<file path="src/design/pca_pkg.sv">
`timescale 1ns / 1ps
`default_nettype none
// ----------------------------------------------------------------------------
// pca_pkg
// Shared widths, register indexes and operation codes of the pixel color
// adjust block.
// ----------------------------------------------------------------------------
package pca_pkg;

    // channel and port widths
    localparam int PIX_W      = 8;
    localparam int CFG_IDX_W  = 3;
    localparam int CFG_DATA_W = 10;

    // register indexes on the configuration port
    localparam logic [CFG_IDX_W-1:0] REG_OPERATION  = 3'd0;
    localparam logic [CFG_IDX_W-1:0] REG_DESAT_LVL  = 3'd1;
    localparam logic [CFG_IDX_W-1:0] REG_BRIGHT_OFS = 3'd2;
    localparam logic [CFG_IDX_W-1:0] REG_SAT_LVL    = 3'd3;
    localparam logic [CFG_IDX_W-1:0] REG_CONTRAST   = 3'd4;

    // operation codes
    localparam logic [2:0] OP_DESAT    = 3'd0;
    localparam logic [2:0] OP_NEGATIVE = 3'd1;
    localparam logic [2:0] OP_BRIGHT   = 3'd2;
    localparam logic [2:0] OP_SAT      = 3'd3;
    localparam logic [2:0] OP_CONTRAST = 3'd4;

    // reset value of the contrast register (unity contrast)
    localparam logic [8:0] CONTRAST_RESET = 9'd100;

    // Q8 luma weights
    localparam logic [7:0] LUMA_R = 8'd77;
    localparam logic [7:0] LUMA_G = 8'd150;
    localparam logic [7:0] LUMA_B = 8'd29;

    // floor(x/3) = (x*683) >> 11, exact for x below 2048
    localparam logic [9:0] AVG_RECIP = 10'd683;

    // floor(m/25) = (m*5243) >> 17, exact for m below 43690
    localparam logic [12:0] CT_RECIP = 13'd5243;

    // contrast numerator at which the result reaches full scale (255*200)
    localparam logic signed [19:0] CT_FULL   = 20'sd51000;
    localparam logic signed [19:0] CT_OFFSET = 20'sd25500;

endpackage : pca_pkg
`default_nettype wire

</file>
<file path="src/design/pixel_color_adjust.sv">
`timescale 1ns / 1ps
`default_nettype none
// ----------------------------------------------------------------------------
// pixel_color_adjust
// Per-pixel RGB adjustment: desaturate, negative, brightness, saturation
// and contrast, selected by the operation register.
// ----------------------------------------------------------------------------
// Usage:
//   Input channel: in_valid / in_stall with red_in, green_in, blue_in; a
//   pixel transfers on a clock edge with in_valid high and in_stall low.
//   Output channel: out_valid / out_stall with red_out, green_out, blue_out.
//   Configuration: cfg_write with cfg_index and cfg_data writes one register
//   per edge; write only while no pixel is in flight.
//   From input transfer to out_valid a pixel passes four registers: sums and
//   luma, average / luma difference / contrast product, the multiplies, and
//   the final select and clamp in the output register.
//   Throughput is one pixel per clock while out_stall is low, set by the
//   four-stage pipeline; each stage holds only while the stage after it is
//   full and stalled, so bubbles close up under a stalled receiver.
//   When out_stall is held, the output pixel stays put and the pipeline
//   fills; in_stall rises once all four stages hold a pixel.
//   Reset empties the pipeline and loads the registers with operation
//   desaturate, levels and offsets zero and contrast 100 percent.
// ----------------------------------------------------------------------------
module pixel_color_adjust
    import pca_pkg::*;
(
    input  wire logic                  clk,
    input  wire logic                  rst_n,
    // configuration port
    input  wire logic                  cfg_write,
    input  wire logic [CFG_IDX_W-1:0]  cfg_index,
    input  wire logic [CFG_DATA_W-1:0] cfg_data,
    // input pixel channel
    input  wire logic                  in_valid,
    output logic                       in_stall,
    input  wire logic [PIX_W-1:0]      red_in,
    input  wire logic [PIX_W-1:0]      green_in,
    input  wire logic [PIX_W-1:0]      blue_in,
    // output pixel channel
    output logic                       out_valid,
    input  wire logic                  out_stall,
    output logic [PIX_W-1:0]           red_out,
    output logic [PIX_W-1:0]           green_out,
    output logic [PIX_W-1:0]           blue_out
);

    // configuration registers
    logic [2:0]        operation_reg;
    logic [8:0]        desat_level_reg;
    logic signed [8:0] bright_offset_reg;
    logic signed [9:0] sat_level_reg;
    logic [8:0]        contrast_reg;

    // pipeline valid bits and stage enables
    logic valid_a_reg, valid_b_reg, valid_c_reg, out_valid_reg;
    logic ready_a, ready_b, ready_c, ready_d;

    // stage A: pixel, channel sum, luma
    logic [PIX_W-1:0]         pix_a_reg [3];
    logic [9:0]               sum_a_reg;
    logic [15:0]              luma_a_reg;
    logic [9:0]               sum_a_next;
    logic [15:0]              luma_a_next;

    // stage B: pixel, average, luma difference, contrast numerator
    logic [PIX_W-1:0]         pix_b_reg   [3];
    logic [PIX_W-1:0]         avg_b_reg;
    logic [15:0]              luma_b_reg;
    logic signed [17:0]       ydiff_b_reg [3];
    logic signed [19:0]       cnum_b_reg  [3];
    logic [PIX_W-1:0]         avg_b_next;
    logic signed [17:0]       ydiff_b_next [3];
    logic signed [19:0]       cnum_b_next  [3];

    // stage C: products and contrast range flags
    logic [PIX_W-1:0]         pix_c_reg    [3];
    logic [15:0]              luma_c_reg;
    logic [15:0]              dpix_c_reg   [3];
    logic [15:0]              davg_c_reg   [3];
    logic signed [27:0]       satp_c_reg   [3];
    logic [25:0]              cprod_c_reg  [3];
    logic                     cneg_c_reg   [3];
    logic                     cfull_c_reg  [3];
    logic [15:0]              dpix_c_next  [3];
    logic [15:0]              davg_c_next  [3];
    logic signed [27:0]       satp_c_next  [3];
    logic [25:0]              cprod_c_next [3];
    logic                     cneg_c_next  [3];
    logic                     cfull_c_next [3];

    // output register
    logic [PIX_W-1:0]         pix_out_reg  [3];
    logic [PIX_W-1:0]         pix_out_next [3];

    // clamped levels
    logic [8:0]  desat_lvl;
    logic [8:0]  desat_inv;
    logic [10:0] sat_gain;

    // configuration writes
    always_ff @(posedge clk or negedge rst_n)
    begin
        if (!rst_n)
        begin
            operation_reg     <= OP_DESAT;
            desat_level_reg   <= '0;
            bright_offset_reg <= '0;
            sat_level_reg     <= '0;
            contrast_reg      <= CONTRAST_RESET;
        end
        else if (cfg_write)
        begin
            case (cfg_index)
                REG_OPERATION:  operation_reg     <= cfg_data[2:0];
                REG_DESAT_LVL:  desat_level_reg   <= cfg_data[8:0];
                REG_BRIGHT_OFS: bright_offset_reg <= $signed(cfg_data[8:0]);
                REG_SAT_LVL:    sat_level_reg     <= $signed(cfg_data[9:0]);
                REG_CONTRAST:   contrast_reg      <= cfg_data[8:0];
                default:        ;
            endcase
        end
    end

    // level clamps: desaturate to 0..256, saturation gain 256+s to 0..512
    always_comb
    begin
        desat_lvl = (desat_level_reg > 9'd256) ? 9'd256 : desat_level_reg;
        desat_inv = 9'd256 - desat_lvl;
        if (sat_level_reg < -10'sd256)
            sat_gain = 11'd0;
        else if (sat_level_reg > 10'sd256)
            sat_gain = 11'd512;
        else
            sat_gain = 11'(11'sd256 + 11'(sat_level_reg));
    end

    // stage enables: a stage moves when it is empty or the next one moves
    assign ready_d  = !out_valid_reg || !out_stall;
    assign ready_c  = !valid_c_reg || ready_d;
    assign ready_b  = !valid_b_reg || ready_c;
    assign ready_a  = !valid_a_reg || ready_b;
    assign in_stall = !ready_a;

    always_ff @(posedge clk or negedge rst_n)
    begin
        if (!rst_n)
        begin
            valid_a_reg   <= 1'b0;
            valid_b_reg   <= 1'b0;
            valid_c_reg   <= 1'b0;
            out_valid_reg <= 1'b0;
        end
        else
        begin
            if (ready_a)
                valid_a_reg <= in_valid;
            if (ready_b)
                valid_b_reg <= valid_a_reg;
            if (ready_c)
                valid_c_reg <= valid_b_reg;
            if (ready_d)
                out_valid_reg <= valid_c_reg;
        end
    end

    // stage A logic: channel sum and Q8 luma
    always_comb
    begin
        sum_a_next  = 10'(red_in) + 10'(green_in) + 10'(blue_in);
        luma_a_next = 16'(red_in) * 16'(LUMA_R) + 16'(green_in) * 16'(LUMA_G)
                    + 16'(blue_in) * 16'(LUMA_B);
    end

    // stage B logic: average, luma difference, contrast numerator
    always_comb
    begin
        logic [18:0]       avg_prod;
        logic signed [9:0] cdev;
        logic signed [9:0] cpct;
        avg_prod   = 19'(sum_a_reg) * 19'(AVG_RECIP);
        avg_b_next = avg_prod[18:11];
        for (int i = 0; i < 3; i++)
        begin
            ydiff_b_next[i] = $signed({2'b00, pix_a_reg[i], 8'h00})
                            - $signed({2'b00, luma_a_reg});
            cdev = $signed({1'b0, pix_a_reg[i], 1'b0}) - 10'sd255;
            cpct = $signed({1'b0, contrast_reg});
            cnum_b_next[i] = 20'(cdev) * 20'(cpct) + CT_OFFSET;
        end
    end

    // stage C logic: blend products, saturation product, contrast divide
    always_comb
    begin
        logic [12:0] cdiv;
        for (int i = 0; i < 3; i++)
        begin
            dpix_c_next[i]  = 16'(pix_b_reg[i]) * 16'(desat_inv);
            davg_c_next[i]  = 16'(avg_b_reg) * 16'(desat_lvl);
            satp_c_next[i]  = 28'(ydiff_b_reg[i]) * $signed({17'd0, sat_gain});
            cneg_c_next[i]  = cnum_b_reg[i][19];
            cfull_c_next[i] = cnum_b_reg[i] >= CT_FULL;
            // n/200 = (n/8)/25, valid when 0 <= n < 51000
            cdiv            = cnum_b_reg[i][15:3];
            cprod_c_next[i] = 26'(cdiv) * 26'(CT_RECIP);
        end
    end

    // output stage: per-operation finish and clamp
    always_comb
    begin
        logic [15:0]        dsum;
        logic signed [27:0] sat_q;
        logic signed [9:0]  bsum;
        for (int i = 0; i < 3; i++)
        begin
            dsum  = dpix_c_reg[i] + davg_c_reg[i];
            sat_q = satp_c_reg[i] + $signed({4'd0, luma_c_reg, 8'h00});
            bsum  = $signed({2'b00, pix_c_reg[i]}) + 10'(bright_offset_reg);
            case (operation_reg)
                OP_DESAT:
                    pix_out_next[i] = dsum[15:8];
                OP_NEGATIVE:
                    pix_out_next[i] = ~pix_c_reg[i];
                OP_BRIGHT:
                begin
                    if (bsum[9])
                        pix_out_next[i] = 8'd0;
                    else if (bsum[8])
                        pix_out_next[i] = 8'd255;
                    else
                        pix_out_next[i] = bsum[7:0];
                end
                OP_SAT:
                begin
                    if (sat_q[27])
                        pix_out_next[i] = 8'd0;
                    else if (sat_q[26:24] != 3'd0)
                        pix_out_next[i] = 8'd255;
                    else
                        pix_out_next[i] = sat_q[23:16];
                end
                OP_CONTRAST:
                begin
                    if (cneg_c_reg[i])
                        pix_out_next[i] = 8'd0;
                    else if (cfull_c_reg[i])
                        pix_out_next[i] = 8'd255;
                    else
                        pix_out_next[i] = cprod_c_reg[i][24:17];
                end
                default:
                    pix_out_next[i] = pix_c_reg[i];
            endcase
        end
    end

    // pipeline payload registers
    always_ff @(posedge clk)
    begin
        if (ready_a && in_valid)
        begin
            pix_a_reg[0] <= red_in;
            pix_a_reg[1] <= green_in;
            pix_a_reg[2] <= blue_in;
            sum_a_reg    <= sum_a_next;
            luma_a_reg   <= luma_a_next;
        end
        if (ready_b && valid_a_reg)
        begin
            pix_b_reg   <= pix_a_reg;
            avg_b_reg   <= avg_b_next;
            luma_b_reg  <= luma_a_reg;
            ydiff_b_reg <= ydiff_b_next;
            cnum_b_reg  <= cnum_b_next;
        end
        if (ready_c && valid_b_reg)
        begin
            pix_c_reg   <= pix_b_reg;
            luma_c_reg  <= luma_b_reg;
            dpix_c_reg  <= dpix_c_next;
            davg_c_reg  <= davg_c_next;
            satp_c_reg  <= satp_c_next;
            cprod_c_reg <= cprod_c_next;
            cneg_c_reg  <= cneg_c_next;
            cfull_c_reg <= cfull_c_next;
        end
        if (ready_d && valid_c_reg)
            pix_out_reg <= pix_out_next;
    end

    // output ports
    assign out_valid = out_valid_reg;
    assign red_out   = pix_out_reg[0];
    assign green_out = pix_out_reg[1];
    assign blue_out  = pix_out_reg[2];

endmodule : pixel_color_adjust
`default_nettype wire

</file>
<file path="config.mk">
export PLATFORM = sky130hd
export DESIGN_NAME = pixel_color_adjust
export DESIGN_NICKNAME = d
export VERILOG_FILES = /design/src/design/pca_pkg.sv /design/src/design/pixel_color_adjust.sv
export SDC_FILE = /design/constraint.sdc
export NUM_CORES = 2
export LEC_CHECK = 0
export ABC_AREA = 0
export BUFFER_PORTS_ARGS = -buffer_cell sky130_fd_sc_hd__buf_4
export CELL_PAD_IN_SITES_DETAIL_PLACEMENT = 0
export CELL_PAD_IN_SITES_GLOBAL_PLACEMENT = 2
export CORE_MARGIN = 2
export CORE_UTILIZATION = 44
export DETAILED_ROUTE_END_ITERATION = 16
export GPL_ROUTABILITY_DRIVEN = 0
export HOLD_SLACK_MARGIN = 0.06
export PLACE_DENSITY_LB_ADDON = 0.1
export SYNTH_ARGS = -nofsm -noshare
export SYNTH_HDL_FRONTEND = slang
export SYNTH_SLANG_ARGS = --single-unit
</file>
<file path="constraint.sdc">
create_clock -name clk -period 11.6 [get_ports clk]
set_input_delay 0.58 -clock clk [delete_from_list [all_inputs] [get_ports clk]]
set_output_delay 0.58 -clock clk [all_outputs]
set_load 0.01 [all_outputs]
</file>
==> impl_metrics.py <==
metrics = {
    "floorplanning": {
        "core_region_area_sq_um": 158000,
        "ios": 68,
        "fp.dieArea_sq_um": 162000,
        "core.rowCount": 146,
        "start_util_pct": 44.2,
        "die_w_um": 402,
        "fp.dieH_um": 402,
    },
    "routing": {
        "avgViaCountPerCell": 5.09,
        "ant_nets": 0,
        "drt_first_pass_iters": 5,
        "drt_iter0_drc": 2824,
        "vias": 46500,
        "drt-wirelength-per-cell_um": 20.7,
        "wirelength_um": 189000,
        "drc": 0,
    },
    "critical_path": {
        "worstSetupStartpoint": "sat_level_reg[8]",
        "crit_path_max_incr_delay_ps": 710,
        "ff2ff_path_depth": 23,
        "crit_required_ps": 12060,
        "critPathMaxFanout": 30,
        "endpoint": "satp_c_reg[20]",
        "cp_num_buf_inv": 5,
        "crit_path_start_kind": "register",
        "path_depth": 23,
        "arrival_ps": 8230,
        "path_delay_family": "adder cells",
        "crit_path_frequent_cell": "fa_1",
        "rr_startpoint": "sat_level_reg[8]",
        "critPathKind": "register to register",
        "r2r_slack_ps": 3830,
        "path_cells": "xnor2_4, buf_4, and2_1, buf_4, nand2_1, fa_1, inv_1, fa_1, fa_1, inv_1, fa_1, fa_1, inv_1, ha_1, a21oi_1, o21ai_0, a21oi_1, a21oi_2, o31ai_4, nand2_1, a211o_1, a31oi_1, xnor2_1",
        "r2r_end": "satp_c_reg[20]",
        "critPathSlowestCell": "and2_1",
        "worst_setup_path_end_kind": "register",
    },
    "synth": {
        "synth_top_cell_by_area": "fa_1",
        "synth_top_area_share_pct": 31.8,
        "synth_area_sq_um": 69800,
        "syn_avg_cell_area_sq_um": 10.1,
        "ys.flop_type": "edfxtp_1",
        "ys_seq_area_share_pct": 18.8,
        "ys_types": 94,
        "ys_ff_latch": 445,
        "synthTopCellsByArea": "fa_1, ha_1, edfxtp_1",
        "yosys_warnings": 0,
        "ys_async_sr_fraction_pct": 9.89,
        "synth_edf_count": 401,
        "netlist_instances": 6941,
    },
    "clock_tree": {
        "cts_buffers": 58,
        "clkTransAtPathRegs_ps": 70,
        "cts_tree": "built",
        "root_buffer": "clkbuf_16",
        "cts_setup_buffers": 0,
        "cts.sinks": 445,
        "htree_levels": 2,
        "clock_latency_ps": 710,
        "cts_buffer_depth": 3,
    },
    "grt": {
        "grt_max_degree": 72,
        "use_met1_pct": 34.5,
        "grt_first_pass_wirelength_um": 297000,
        "grt_pass1_vias": 49900,
        "antenna_found_initial": 15,
        "grt_usage_pct": 24.1,
        "grt_overflow": 0,
        "met3_usage_pct": 2.20,
        "met2_usage_pct": 40.4,
        "grt_busiest_layer": "met2",
    },
    "layout": {
        "fin_nets": 9126,
        "drive_gt1_share_pct": 4.60,
        "final_common_cell": "inv_1",
        "instances_no_fill": 9123,
        "mostFrequentLayoutCells": "inv_1, fa_1, ha_1",
        "fin_area_sq_um": 74900,
        "largest_reg_flops": 60,
        "area_delta_synth_final_pct": 7.37,
    },
    "place": {
        "io_buffers": 67,
        "place_hpwl_um": 156000,
        "placed_area_sq_um": 72900,
        "place_inst": 9012,
        "dp_slack_ps": 3810,
    },
    "sta": {
        "finalHoldViolCount": 0,
        "max-slew-margin-rel_pct": 21.2,
        "skew_ps": 62.9,
        "min_period_ps": 7770,
        "drv_slew": 0,
        "fin_ws_ps": 3830,
        "clock.fmax_ghz": 0.129,
        "setup_viol": 0,
        "worst_pin_slew_ps": 1150,
        "rsz0062_at_grt": "no",
        "tns_ps": 0,
        "post-route-period-util_pct": 67.0,
    },
    "job": {
        "cap_violations": 0,
    },
    "min_path": {
        "min_path_type": "input pin to register",
    },
    "status": {
        "status": "complete, no violations",
    },
}
[routing by layer]
metal  vias to the layer above  wire [um]
li1                      21900          -
met5                         -          0
met1                     23700      89000
met2                       714      89600
met3                       151       7320
met4                         0       3210
[timing repair]
| item | in CTS | in global routing |
|---|---|---|
| gates resized for setup | 0 | 0 |
| hold buffers | 1 | 0 |
| hold endpoints to repair | 41 | 0 |
[synth_stat cells (50+ instances only)]
master    count
a21o_1       72
a21oi_1     186
and2_1      332
and3_1       50
clkbuf_1    105
edfxtp_1    401
fa_1       1107
ha_1        976
inv_1      1662
nand2_1     596
nor2_1      240
nor2b_1      52
nor3_1       76
o21ai_0     134
xnor2_1     258
xor2_1       75
[worst min path at each step]
| stage | startpoint | to | slack (ps) | depth (start not counted) |
|---|---|---|---|---|
| after floorplan | rst_n | bright_offset_reg[0] | 280 | 0 |
| after global placement | luma_b_reg[6] | luma_c_reg[6] | 400 | 0 |
| after detailed placement | luma_b_reg[6] | luma_c_reg[6] | 410 | 0 |
| after CTS | in_valid | valid_a_reg | 80 | 2 |
| after global routing | in_valid | valid_a_reg | 100 | 2 |
| final | in_valid | valid_a_reg | 120 | 2 |
[layout make-up]
type                            count  area [sq um]
Fill cell                       15200         83100
Multi-Input combinational cell   4718         50100
Sequential cell                   445         13100
Inverter                         1662          6240
Tap cell                         2072          2590
Clock buffer                       62          1470
Timing Repair Buffer              116           873
Clock inverter                     46           531
Antenna cell                        2          5.00
[per-stage QoR]
stage	hold WS, ps	utilization [%]
finish	124	47.4
detailed placement	408	46.2
global route	105	47.4
floorplan	284	-
global placement	403	46.2
CTS	75.2	47.4
[logic make-up after synthesis]
group | after synthesis | share of synthesized area [%]
buf+inv | 1813 | 9.76
other cells | 2 | 0.0108
fa+ha+maj | 2083 | 49.2
simple gates | 1520 | 10.5
mux | 39 | 0.631
flops | 445 | 18.8
compound gates | 705 | 6.80
xor+xnor | 334 | 4.20
Power is left out: the tool's default activity adds up to more than one toggle a clock period on the data nets, which glitch-free logic cannot reach.
